<file path="src/rtl/pdtmi_pkg.sv">
`timescale 1ns / 1ps

package pdtmi_pkg;

  localparam int unsigned STAMP_W    = 39;
  localparam int unsigned PIPE_DEPTH = 10;

  typedef logic [STAMP_W-1:0] stamp_t;

  typedef struct packed {
    logic       vld;
    stamp_t     stamp;
    logic [5:0] day;
    logic [6:0] mon;
    logic [6:0] yh;
    logic [6:0] yl;
    logic [6:0] hr;
    logic [6:0] mn;
  } pdtmi_fields_t;

  localparam logic [13:0] TEN_K   = 14'd10000;
  localparam logic [6:0]  HUNDRED = 7'd100;

  localparam logic [26:0] RECIP_1E4_W26 = 27'd109951163;
  localparam logic [27:0] RECIP_1E4_W27 = 28'd219902326;
  localparam logic [14:0] RECIP_100_W14 = 15'd20972;

  localparam stamp_t YEAR_ROLL   = 39'd301100002359;
  localparam stamp_t MON_ROLL_31 = 39'd300000002359;
  localparam stamp_t MON_ROLL_30 = 39'd290000002359;
  localparam stamp_t MON_ROLL_29 = 39'd280000002359;
  localparam stamp_t MON_ROLL_28 = 39'd270000002359;
  localparam stamp_t ONE_DAY     = 39'd10000000000;
  localparam stamp_t ONE_MONTH   = 39'd100000000;
  localparam stamp_t ONE_YEAR    = 39'd10000;
  localparam stamp_t DAY_ROLL    = 39'd2359;
  localparam stamp_t HOUR_STEP   = 39'd41;
  localparam stamp_t MINUTE_STEP = 39'd1;

  function automatic logic [12:0] div_1e4_w26(input logic [25:0] x);
    logic [52:0] p;
    p = 53'(x) * 53'(RECIP_1E4_W26);
    return p[52:40];
  endfunction

  function automatic logic [12:0] div_1e4_w27(input logic [26:0] x);
    logic [54:0] p;
    p = 55'(x) * 55'(RECIP_1E4_W27);
    return p[53:41];
  endfunction

  function automatic logic [6:0] div_100_w14(input logic [13:0] x);
    logic [28:0] p;
    p = 29'(x) * 29'(RECIP_100_W14);
    return p[27:21];
  endfunction

endpackage

</file>
<file path="src/rtl/pdtmi_digits.sv">
`timescale 1ns / 1ps

module pdtmi_digits (
  input  logic                     clk_i,
  input  logic                     rst_ni,
  input  logic                     vld_i,
  input  pdtmi_pkg::stamp_t        stamp_i,
  output pdtmi_pkg::pdtmi_fields_t fld_o
);
  import pdtmi_pkg::*;

  localparam int unsigned NSTG = 8;

  logic [NSTG:1] v_q;
  stamp_t        s_q [NSTG:1];

  logic [12:0] qa1_q, qa2_q, qa3_q;
  logic [26:0] t2_q, t3_q;
  logic [12:0] qt3_q;
  logic [25:0] u4_q, u5_q;
  logic [13:0] hhmm4_q, hhmm5_q;
  logic [12:0] du5_q, du6_q;
  logic [6:0]  hr5_q, hr6_q, hr7_q, hr8_q;
  logic [13:0] yr6_q, yr7_q;
  logic [6:0]  mn6_q, mn7_q, mn8_q;
  logic [5:0]  day6_q, day7_q, day8_q;
  logic [6:0]  mon7_q, mon8_q;
  logic [6:0]  yh7_q, yh8_q;
  logic [6:0]  yl8_q;

  logic [25:0] ra_w;
  logic [26:0] hhmm_w;
  logic [25:0] yr_w;
  logic [13:0] mn_w;
  logic [12:0] mon_w;
  logic [13:0] yl_w;

  assign ra_w   = s_q[1][38:13] - 26'(qa1_q) * 26'(TEN_K);
  assign hhmm_w = t3_q - 27'(qt3_q) * 27'(TEN_K);
  assign yr_w   = u5_q - 26'(du5_q) * 26'(TEN_K);
  assign mn_w   = hhmm5_q - 14'(hr5_q) * 14'(HUNDRED);
  assign mon_w  = du6_q - 13'(day6_q) * 13'(HUNDRED);
  assign yl_w   = yr7_q - 14'(yh7_q) * 14'(HUNDRED);

  always_ff @(posedge clk_i or negedge rst_ni) begin
    if (!rst_ni) begin
      v_q <= '0;
    end else begin
      v_q <= {v_q[NSTG-1:1], vld_i};
    end
  end

  always_ff @(posedge clk_i) begin
    s_q[1] <= stamp_i;
    for (int i = 2; i <= NSTG; i++) begin
      s_q[i] <= s_q[i-1];
    end
    qa1_q   <= div_1e4_w26(stamp_i[38:13]);
    qa2_q   <= qa1_q;
    t2_q    <= {ra_w[13:0], s_q[1][12:0]};
    qa3_q   <= qa2_q;
    t3_q    <= t2_q;
    qt3_q   <= div_1e4_w27(t2_q);
    u4_q    <= {qa3_q, qt3_q};
    hhmm4_q <= hhmm_w[13:0];
    u5_q    <= u4_q;
    hhmm5_q <= hhmm4_q;
    du5_q   <= div_1e4_w26(u4_q);
    hr5_q   <= div_100_w14(hhmm4_q);
    du6_q   <= du5_q;
    yr6_q   <= yr_w[13:0];
    hr6_q   <= hr5_q;
    mn6_q   <= mn_w[6:0];
    day6_q  <= 6'(div_100_w14({1'b0, du5_q}));
    yr7_q   <= yr6_q;
    hr7_q   <= hr6_q;
    mn7_q   <= mn6_q;
    day7_q  <= day6_q;
    mon7_q  <= mon_w[6:0];
    yh7_q   <= div_100_w14(yr6_q);
    hr8_q   <= hr7_q;
    mn8_q   <= mn7_q;
    day8_q  <= day7_q;
    mon8_q  <= mon7_q;
    yh8_q   <= yh7_q;
    yl8_q   <= yl_w[6:0];
  end

  assign fld_o.vld   = v_q[NSTG];
  assign fld_o.stamp = s_q[NSTG];
  assign fld_o.day   = day8_q;
  assign fld_o.mon   = mon8_q;
  assign fld_o.yh    = yh8_q;
  assign fld_o.yl    = yl8_q;
  assign fld_o.hr    = hr8_q;
  assign fld_o.mn    = mn8_q;

  a_digit_range: assert property (@(posedge clk_i) disable iff (!rst_ni)
    fld_o.vld |-> (fld_o.mon < 7'd100) && (fld_o.yh < 7'd100) && (fld_o.yl < 7'd100) &&
                  (fld_o.hr < 7'd100) && (fld_o.mn < 7'd100))
    else $error("digit out of range");

  a_digit_rebuild: assert property (@(posedge clk_i) disable iff (!rst_ni)
    fld_o.vld |-> (64'(fld_o.stamp) ==
      64'(fld_o.day) * 64'd10000000000 + 64'(fld_o.mon) * 64'd100000000 +
      64'(fld_o.yh) * 64'd1000000 + 64'(fld_o.yl) * 64'd10000 +
      64'(fld_o.hr) * 64'd100 + 64'(fld_o.mn)))
    else $error("digits do not rebuild the stamp");

endmodule

</file>
<file path="src/rtl/pdtmi_rollover.sv">
`timescale 1ns / 1ps

module pdtmi_rollover (
  input  logic                     clk_i,
  input  logic                     rst_ni,
  input  pdtmi_pkg::pdtmi_fields_t fld_i,
  output logic                     vld_o,
  output pdtmi_pkg::stamp_t        stamp_o
);
  import pdtmi_pkg::*;

  logic       eod;
  logic       leap;
  logic [4:0] last_day;
  stamp_t     delta_d;

  logic   v9_q, v10_q;
  stamp_t s9_q, delta9_q, sum10_q;

  assign eod  = (fld_i.hr == 7'd23) && (fld_i.mn == 7'd59);
  assign leap = ((fld_i.yl[1:0] == 2'd0) && (fld_i.yl != 7'd0)) ||
                ((fld_i.yl == 7'd0) && (fld_i.yh[1:0] == 2'd0));

  always_comb begin
    case (fld_i.mon) inside
      7'd1, 7'd3, 7'd5, 7'd7, 7'd8, 7'd10, 7'd12: last_day = 5'd31;
      7'd4, 7'd6, 7'd9, 7'd11:                    last_day = 5'd30;
      default:                                    last_day = leap ? 5'd29 : 5'd28;
    endcase
  end

  always_comb begin
    if (eod && (fld_i.mon == 7'd12) && (fld_i.day == 6'd31)) begin
      delta_d = ONE_YEAR - YEAR_ROLL;
    end else if (eod && (fld_i.day == {1'b0, last_day})) begin
      case (last_day)
        5'd31:   delta_d = ONE_MONTH - MON_ROLL_31;
        5'd30:   delta_d = ONE_MONTH - MON_ROLL_30;
        5'd29:   delta_d = ONE_MONTH - MON_ROLL_29;
        default: delta_d = ONE_MONTH - MON_ROLL_28;
      endcase
    end else if (eod) begin
      delta_d = ONE_DAY - DAY_ROLL;
    end else if (fld_i.mn == 7'd59) begin
      delta_d = HOUR_STEP;
    end else begin
      delta_d = MINUTE_STEP;
    end
  end

  always_ff @(posedge clk_i or negedge rst_ni) begin
    if (!rst_ni) begin
      v9_q  <= 1'b0;
      v10_q <= 1'b0;
    end else begin
      v9_q  <= fld_i.vld;
      v10_q <= v9_q;
    end
  end

  always_ff @(posedge clk_i) begin
    s9_q     <= fld_i.stamp;
    delta9_q <= delta_d;
    sum10_q  <= s9_q + delta9_q;
  end

  assign vld_o   = v10_q;
  assign stamp_o = sum10_q;

  a_plain_minute: assert property (@(posedge clk_i) disable iff (!rst_ni)
    (fld_i.vld && (fld_i.mn != 7'd59)) |=> (delta9_q == MINUTE_STEP))
    else $error("plain minute step not taken");

  a_sum_moves: assert property (@(posedge clk_i) disable iff (!rst_ni)
    v9_q |=> (sum10_q != $past(s9_q)))
    else $error("stamp did not advance");

endmodule

</file>
<file path="src/rtl/packed_date_time_minute_increment.sv">
`timescale 1ns / 1ps
// Channel  Handshake              Payload
// in       start high, busy low   stamp_in_i  [38:0]
// out      done_o (one cycle)     stamp_out_o [38:0]
//
// Each accepted beat yields its own done_o strobe, one beat per cycle.
// The pipe is the constant-reciprocal digit split (eight stages)
// and the rollover select and final add (two stages).
// Reset clears the valid bits only; payload registers hold whatever they had.
// busy stays low: the receiver cannot stall, so nothing ever holds the pipe.

module packed_date_time_minute_increment (
  input  logic                     clk_i,
  input  logic                     rst_ni,
  input  logic                     start,
  output logic                     busy,
  input  logic [38:0]              stamp_in_i,
  output logic                     done_o,
  output logic [38:0]              stamp_out_o
);
  import pdtmi_pkg::*;

  pdtmi_fields_t fld;
  logic          accept;

  assign busy   = 1'b0;
  assign accept = start && !busy;

  pdtmi_digits u_digits (
    .clk_i   (clk_i),
    .rst_ni  (rst_ni),
    .vld_i   (accept),
    .stamp_i (stamp_in_i),
    .fld_o   (fld)
  );

  pdtmi_rollover u_rollover (
    .clk_i   (clk_i),
    .rst_ni  (rst_ni),
    .fld_i   (fld),
    .vld_o   (done_o),
    .stamp_o (stamp_out_o)
  );

  a_done_follows_start: assert property (@(posedge clk_i) disable iff (!rst_ni)
    done_o |-> $past(accept, PIPE_DEPTH))
    else $error("result beat without an accepted input beat");

endmodule

</file>
<file path="config.mk">
export PLATFORM = sky130hd
export DESIGN_NAME = packed_date_time_minute_increment
export DESIGN_NICKNAME = d
export VERILOG_FILES = /design/src/rtl/pdtmi_pkg.sv /design/src/rtl/pdtmi_digits.sv /design/src/rtl/pdtmi_rollover.sv /design/src/rtl/packed_date_time_minute_increment.sv
export SDC_FILE = /design/constraint.sdc
export NUM_CORES = 2
export LEC_CHECK = 0
export BUFFER_PORTS_ARGS = -buffer_cell sky130_fd_sc_hd__buf_2
export CORE_MARGIN = 2
export CORE_UTILIZATION = 51
export CTS_CLUSTER_SIZE = 40
export DETAILED_ROUTE_END_ITERATION = 7
export PLACE_DENSITY_LB_ADDON = 0.2
export RECOVER_POWER = 25
export SKIP_LAST_GASP = 1
export SLEW_MARGIN = 20
export SYNTH_ARGS = -nofsm -noshare
export SYNTH_HDL_FRONTEND = slang
export SYNTH_SLANG_ARGS = --single-unit
export TNS_END_PERCENT = 100
</file>
<file path="constraint.sdc">
create_clock -name clk_i -period 18.3 [get_ports clk_i]
set_input_delay 1.83 -clock clk_i [delete_from_list [all_inputs] [get_ports clk_i]]
set_output_delay 1.83 -clock clk_i [all_outputs]
set_load 0.02 [all_outputs]
</file>
# Yosys cells after proc, flatten, opt, wreduce, memory -nomap -nowiden
# Memory sizes are Yosys's and may differ from the RTL's. A register that Yosys moved wholly into a read port is not among the register bits.
# Cells that the tools add are included.
# W data, S select, Z words.
dict set report totals {
  regBits 380
  latchBits 0
  ram_bits 312
  rom_bits 0
  inputBits 42
  out_inout_bits 41
  word_cells 92
  memories 1
}
dict set report classes {
  addsub 7
  multipliers 12
  n_div 0
  magnitude_cmp 0
  n_eq_ne 18
  shift 0
  mux 7
  bitwise_logic 0
  reduce_logical 13
}
# memory depth word_bits rd rd_ports_with_merged_regs wr line
set mem_list {}
lappend mem_list {u_digits.s_q 8 39 8 1 8 pdtmi_digits.sv:15} ;# stamp_t s_q [NSTG:1];
# cell n
set ops {}
lappend ops {{$pmux W39 S3} 1}
lappend ops {{$mul A26 B27 Y53 const B} 2}
lappend ops {{$mux W39} 2}
lappend ops {{$mul A27 B27 Y53 const B} 1}
lappend ops {{$mul A14 B13 Y26 const B} 2}
lappend ops {{$sub A14 B14 Y14} 3}
lappend ops {{$add A39 B39 Y39} 1}
lappend ops {{$mul A13 B10 Y10 const B} 3}
lappend ops {{$eq A7 B4 Y1 const B} 5}
lappend ops {{$eq A7 B3 Y1 const B} 4}
lappend ops {{$mul A13 B13 Y25 const B} 1}
lappend ops {{$sub A7 B7 Y7} 3}
lappend ops {{$eq A5 B5 Y1 const B} 3}
lappend ops {{$mul A7 B5 Y5 const B} 2}
lappend ops {{$mux W5} 2}
lappend ops {{$eq A7 B1 Y1 const B} 1}
lappend ops {{$eq A7 B2 Y1 const B} 1}
lappend ops {{$eq A7 B5 Y1 const B} 1}
lappend ops {{$eq A7 B6 Y1 const B} 1}
lappend ops {{$logic_not A7 Y1} 1}
lappend ops {{$reduce_bool A7 Y1} 1}
lappend ops {{$reduce_or A7 Y1} 1}
lappend ops {{$eq A6 B5 Y1} 1}
lappend ops {{$eq A6 B5 Y1 const B} 1}
lappend ops {{other kinds (7)} 13}

# Longest topological paths before layout
dict set report depth {
  word_depth 9
  ltp_mapped 25
}

# By module
# From an unflattened synthesis, not the netlist that was laid out.
dict set report hier_totals {
  cells_unflattened 5973
  area_unflattened_um2 65197.5
}
# mod n_inst cells_per_inst area_per_inst_um2 seq_area_each_um2
set by_module_without_submodules {}
lappend by_module_without_submodules {pdtmi_digits 1 5512 60520.5 11491.0}
lappend by_module_without_submodules {pdtmi_rollover 1 459 4665.7 2172.1}
lappend by_module_without_submodules {packed_date_time_minute_increment 1 2 11.3 0.0}

# Least setup slack after synthesis
# Ideal clock, no wire load.
dict set report synth_timing {
  kind {input port to flip-flop}
  startpoint {input port stamp_in_i[19]}
  endpoint {register u_digits.qa1_q[12]}
  setup_ps 121
  t_arrival_ps 7454
  required_ps 18179
  setup_slack_ps 10725
  path_stages 25
  cell_sequence {inv_1 ha_1 inv_1 fa_1 inv_1 fa_1 inv_1 fa_1 inv_1 fa_1 inv_1 fa_1 inv_1 fa_1 inv_1 ha_1 nand3_1 nor4_1 nand4_1 o221ai_1 o21ai_1 a211oi_1 o31a_1 nor2_1 xnor2_1}
}
dict set report synth_via {
  elab_chain_len 1
}
# item line
set synth_lines {}
lappend synth_lines {{start, declared} packed_date_time_minute_increment.sv:17} ;# input logic [38:0] stamp_in_i,
lappend synth_lines {{$mul A26 B27 Y53} pdtmi_pkg.sv:42} ;# p = 53'(x) * 53'(RECIP_1E4_W26);
lappend synth_lines {{end signal, assigned} pdtmi_digits.sv:58} ;# qa1_q <= div_1e4_w26(stamp_i[38:13]);
lappend synth_lines {{end, declared} pdtmi_digits.sv:17} ;# logic [12:0] qa1_q, qa2_q, qa3_q;
# No other way between the ends.
# A chain may end at the register's enable or synchronous reset.

# Worst setup path in the final report
# Ends and elaborated chain as after synthesis.

==> results.json <==
{
  "cp_max_fo": 8,
  "diodes": 0,
  "synth_edf_count": 0,
  "crit_type": "input pin to flip-flop",
  "die_x_um": 360,
  "tightest_slew_ns": 1.01,
  "clock_skew_ns": 0.0339,
  "required_ns": 18.85,
  "post-route-min-period_ns": 8.06,
  "die-area_sq_um": 130000,
  "status": "completed",
  "synth_common_cells": "inv_1, ha_1, fa_1, dfxtp_1, a21oi_1",
  "start_util": 0.515,
  "routed_wl_um": 154000,
  "ys.flop_type": "dfxtp_1",
  "fin_util": 0.555,
  "synth_area_leader_cell": "fa_1",
  "hold_violations": 0,
  "grt_pass1_wl_um": 243000,
  "wl_per_cell_um": 19.6,
  "area_delta_synth_final_pct": 7.77,
  "route.antenna.remaining_nets": 0,
  "multi_input_area_sq_um": 44100,
  "drc": 0,
  "layout.nets": 8461,
  "synth_top_area_frac": 0.348,
  "cp.arrival_ns": 8.61,
  "clkLatencyLatePin_ns": 0.68,
  "drv_cap": 0,
  "core_region_area_sq_um": 126000,
  "ys_seq_elements": 673,
  "setup_tns_ns": 0,
  "hold_buffers": 0,
  "first_iter_violations": 1877,
  "viasPerCell": 4.98,
  "grt_use_total": 0.246,
  "grt_pass1_vias": 42600,
  "rsz0062_at_grt": "no",
  "cts_tree": "yes",
  "grt_max_degree": 17,
  "seqCellArea_sq_um": 13500,
  "cts_resized": 0,
  "setup_viol": 0,
  "syn-cell-area_sq_um": 64800,
  "htreeDepth": 3,
  "yosysMostFrequentCell": "inv_1",
  "crit_path_start_kind": "input pin",
  "ys_warn_count": 0,
  "fin_crit_sh": 0.440,
  "gp_congestion": 0.955,
  "fmax_mhz": 124,
  "die_h_um": 360,
  "clockBufferDepth": 3,
  "synthCells": 5965,
  "clock_sinks": 673,
  "postSynthAreaPerCell_sq_um": 10.9,
  "relSlewSlack": 0.316,
  "row_count": 130,
  "synth.distinct_cells": 76,
  "dp_hpwl_um": 135000,
  "postCtsSetupBuffers": 0,
  "synthTopCellsByArea": "fa_1, ha_1, dfxtp_1, inv_1, xnor2_1",
  "num_vias": 39000,
  "first_pass_iters": 5,
  "grt_overflow_total": 0,
  "cp-end-kind": "flip-flop",
  "hp-class": "flip-flop to flip-flop",
  "fill_cells": 11100,
  "clk_pin_slew_ns": 0.06,
  "final_layout_size_suffix_gt1_frac": 0.0364,
  "portBuffers": 81,
  "async_reset_ff_frac": 0.0149,
  "cts_buffers": 75,
  "drv_slew": 0,
  "seq_area_frac_synth": 0.209,
  "synth_fp_nets": 8304,
  "ioPinCount": 83,
  "cts-root-buf": "clkbuf_16",
  "antenna_found_initial": 6
}
==> layout make-up <==
type | count | area share
Clock buffer | 94 | 0.0295
Clock inverter | 41 | 0.00733
Inverter | 1904 | 0.102
Multi-Input combinational cell | 3383 | 0.631
Sequential cell | 673 | 0.194
Tap cell | 1650 | 0.0296
Timing Repair Buffer | 85 | 0.00623
==> flip-flops by register name, indices dropped and copies added, names as in the netlist, 14 cells and up <==
signal	flops
u_digits.s_q	310
u_rollover.s9_q	39
u_rollover.stamp_o	39
u_rollover.delta9_q	28
u_digits.u4_q	26
u_digits.u5_q	14
u_digits.yr6_q	14
==> cells in the final DEF (no fill, tap or decap), types with 8 or more instances in the layout <==
cell,n
inv_1,1903
ha_1,1172
fa_1,1125
dfxtp_1,663
a21oi_1,156
xnor2_1,135
nor2_1,110
a21o_1,92
o21ai_0,87
buf_2,81
clkbuf_16,77
nand2_1,71
xor2_1,47
nor3_1,35
nand4_1,31
nand3_1,31
o21a_1,25
nor2b_1,20
a31oi_1,20
and3_1,16
a211oi_1,16
nand2b_1,16
o21bai_1,14
o31ai_1,10
inv_6,10
clkbuf_1,10
dfrtp_1,10
nor4_1,9
o211ai_1,9
clkinv_2,9
o21ai_1,8
==> routing by layer <==
metal  track usage  share of wire  wire length (um)
met1         0.336           0.45             69600
met2         0.416           0.48             73900
met3        0.0339          0.043              6560
met4        0.0574          0.023              3520
met5             0       0.000091                14
==> through the flow <==
stage / area [sq um] / setup WS, ns / std cells / hold slack, ns
global route: 69800 / 9.90 / 7830 / 0.324
finish: 69800 / 10.24 / 7830 / 0.308
global placement: 67300 / 9.64 / 7695 / 0.310
detailed placement: 67300 / 9.62 / 7695 / 0.312
floorplan: 64800 / 10.73 / 5965 / 0.310
CTS: 69800 / 10.34 / 7830 / 0.316
==> worst max-delay path, cell delays in order <==
cell	delay (ns)
buf_2	0.19
inv_1	0.10
ha_1	0.32
inv_1	0.15
fa_1	0.52
inv_1	0.08
fa_1	0.54
inv_1	0.06
fa_1	0.51
inv_1	0.06
fa_1	0.52
inv_1	0.05
fa_1	0.47
inv_1	0.05
fa_1	0.54
inv_1	0.06
ha_1	0.33
nand3_1	0.20
nor4_1	0.50
nand4_1	0.16
o221ai_1	0.43
o21ai_1	0.18
a211oi_1	0.39
o31a_1	0.21
nor2_1	0.05
xnor2_1	0.11
==> cell families (layout without fill, tap and decap cells) <==
kind of cell,Yosys count,count (layout),share of synthesized area
compound gates,512,512,0.0508
xor+xnor,183,183,0.0250
fa+ha+maj,2297,2297,0.574
buf+inv,1909,2124,0.111
flops,673,673,0.209
mux,2,2,0.000328
other cells,1,1,0.0000579
simple gates,388,388,0.0304
==> final timing paths <==
path,start,to,slack [ns],cells after the start
hold reg to reg,u_digits.s_q[7][10],u_digits.s_q[8][10],0.31,0
max in group asynchronous,rst_ni,u_rollover.v9_q,17.12,1
setup / recovery,stamp_in_i[19],u_digits.qa1_q[12],10.24,26
min in group asynchronous,rst_ni,u_digits.v_q[1],1.00,1
setup reg to reg,u_digits.s_q[2][16],u_digits.qt3_q[12],10.45,20
hold / removal,u_digits.s_q[7][10],u_digits.s_q[8][10],0.31,0
Power is not shown: default switching activity piles up to over one toggle a cycle in this logic, so the estimate is an artifact.
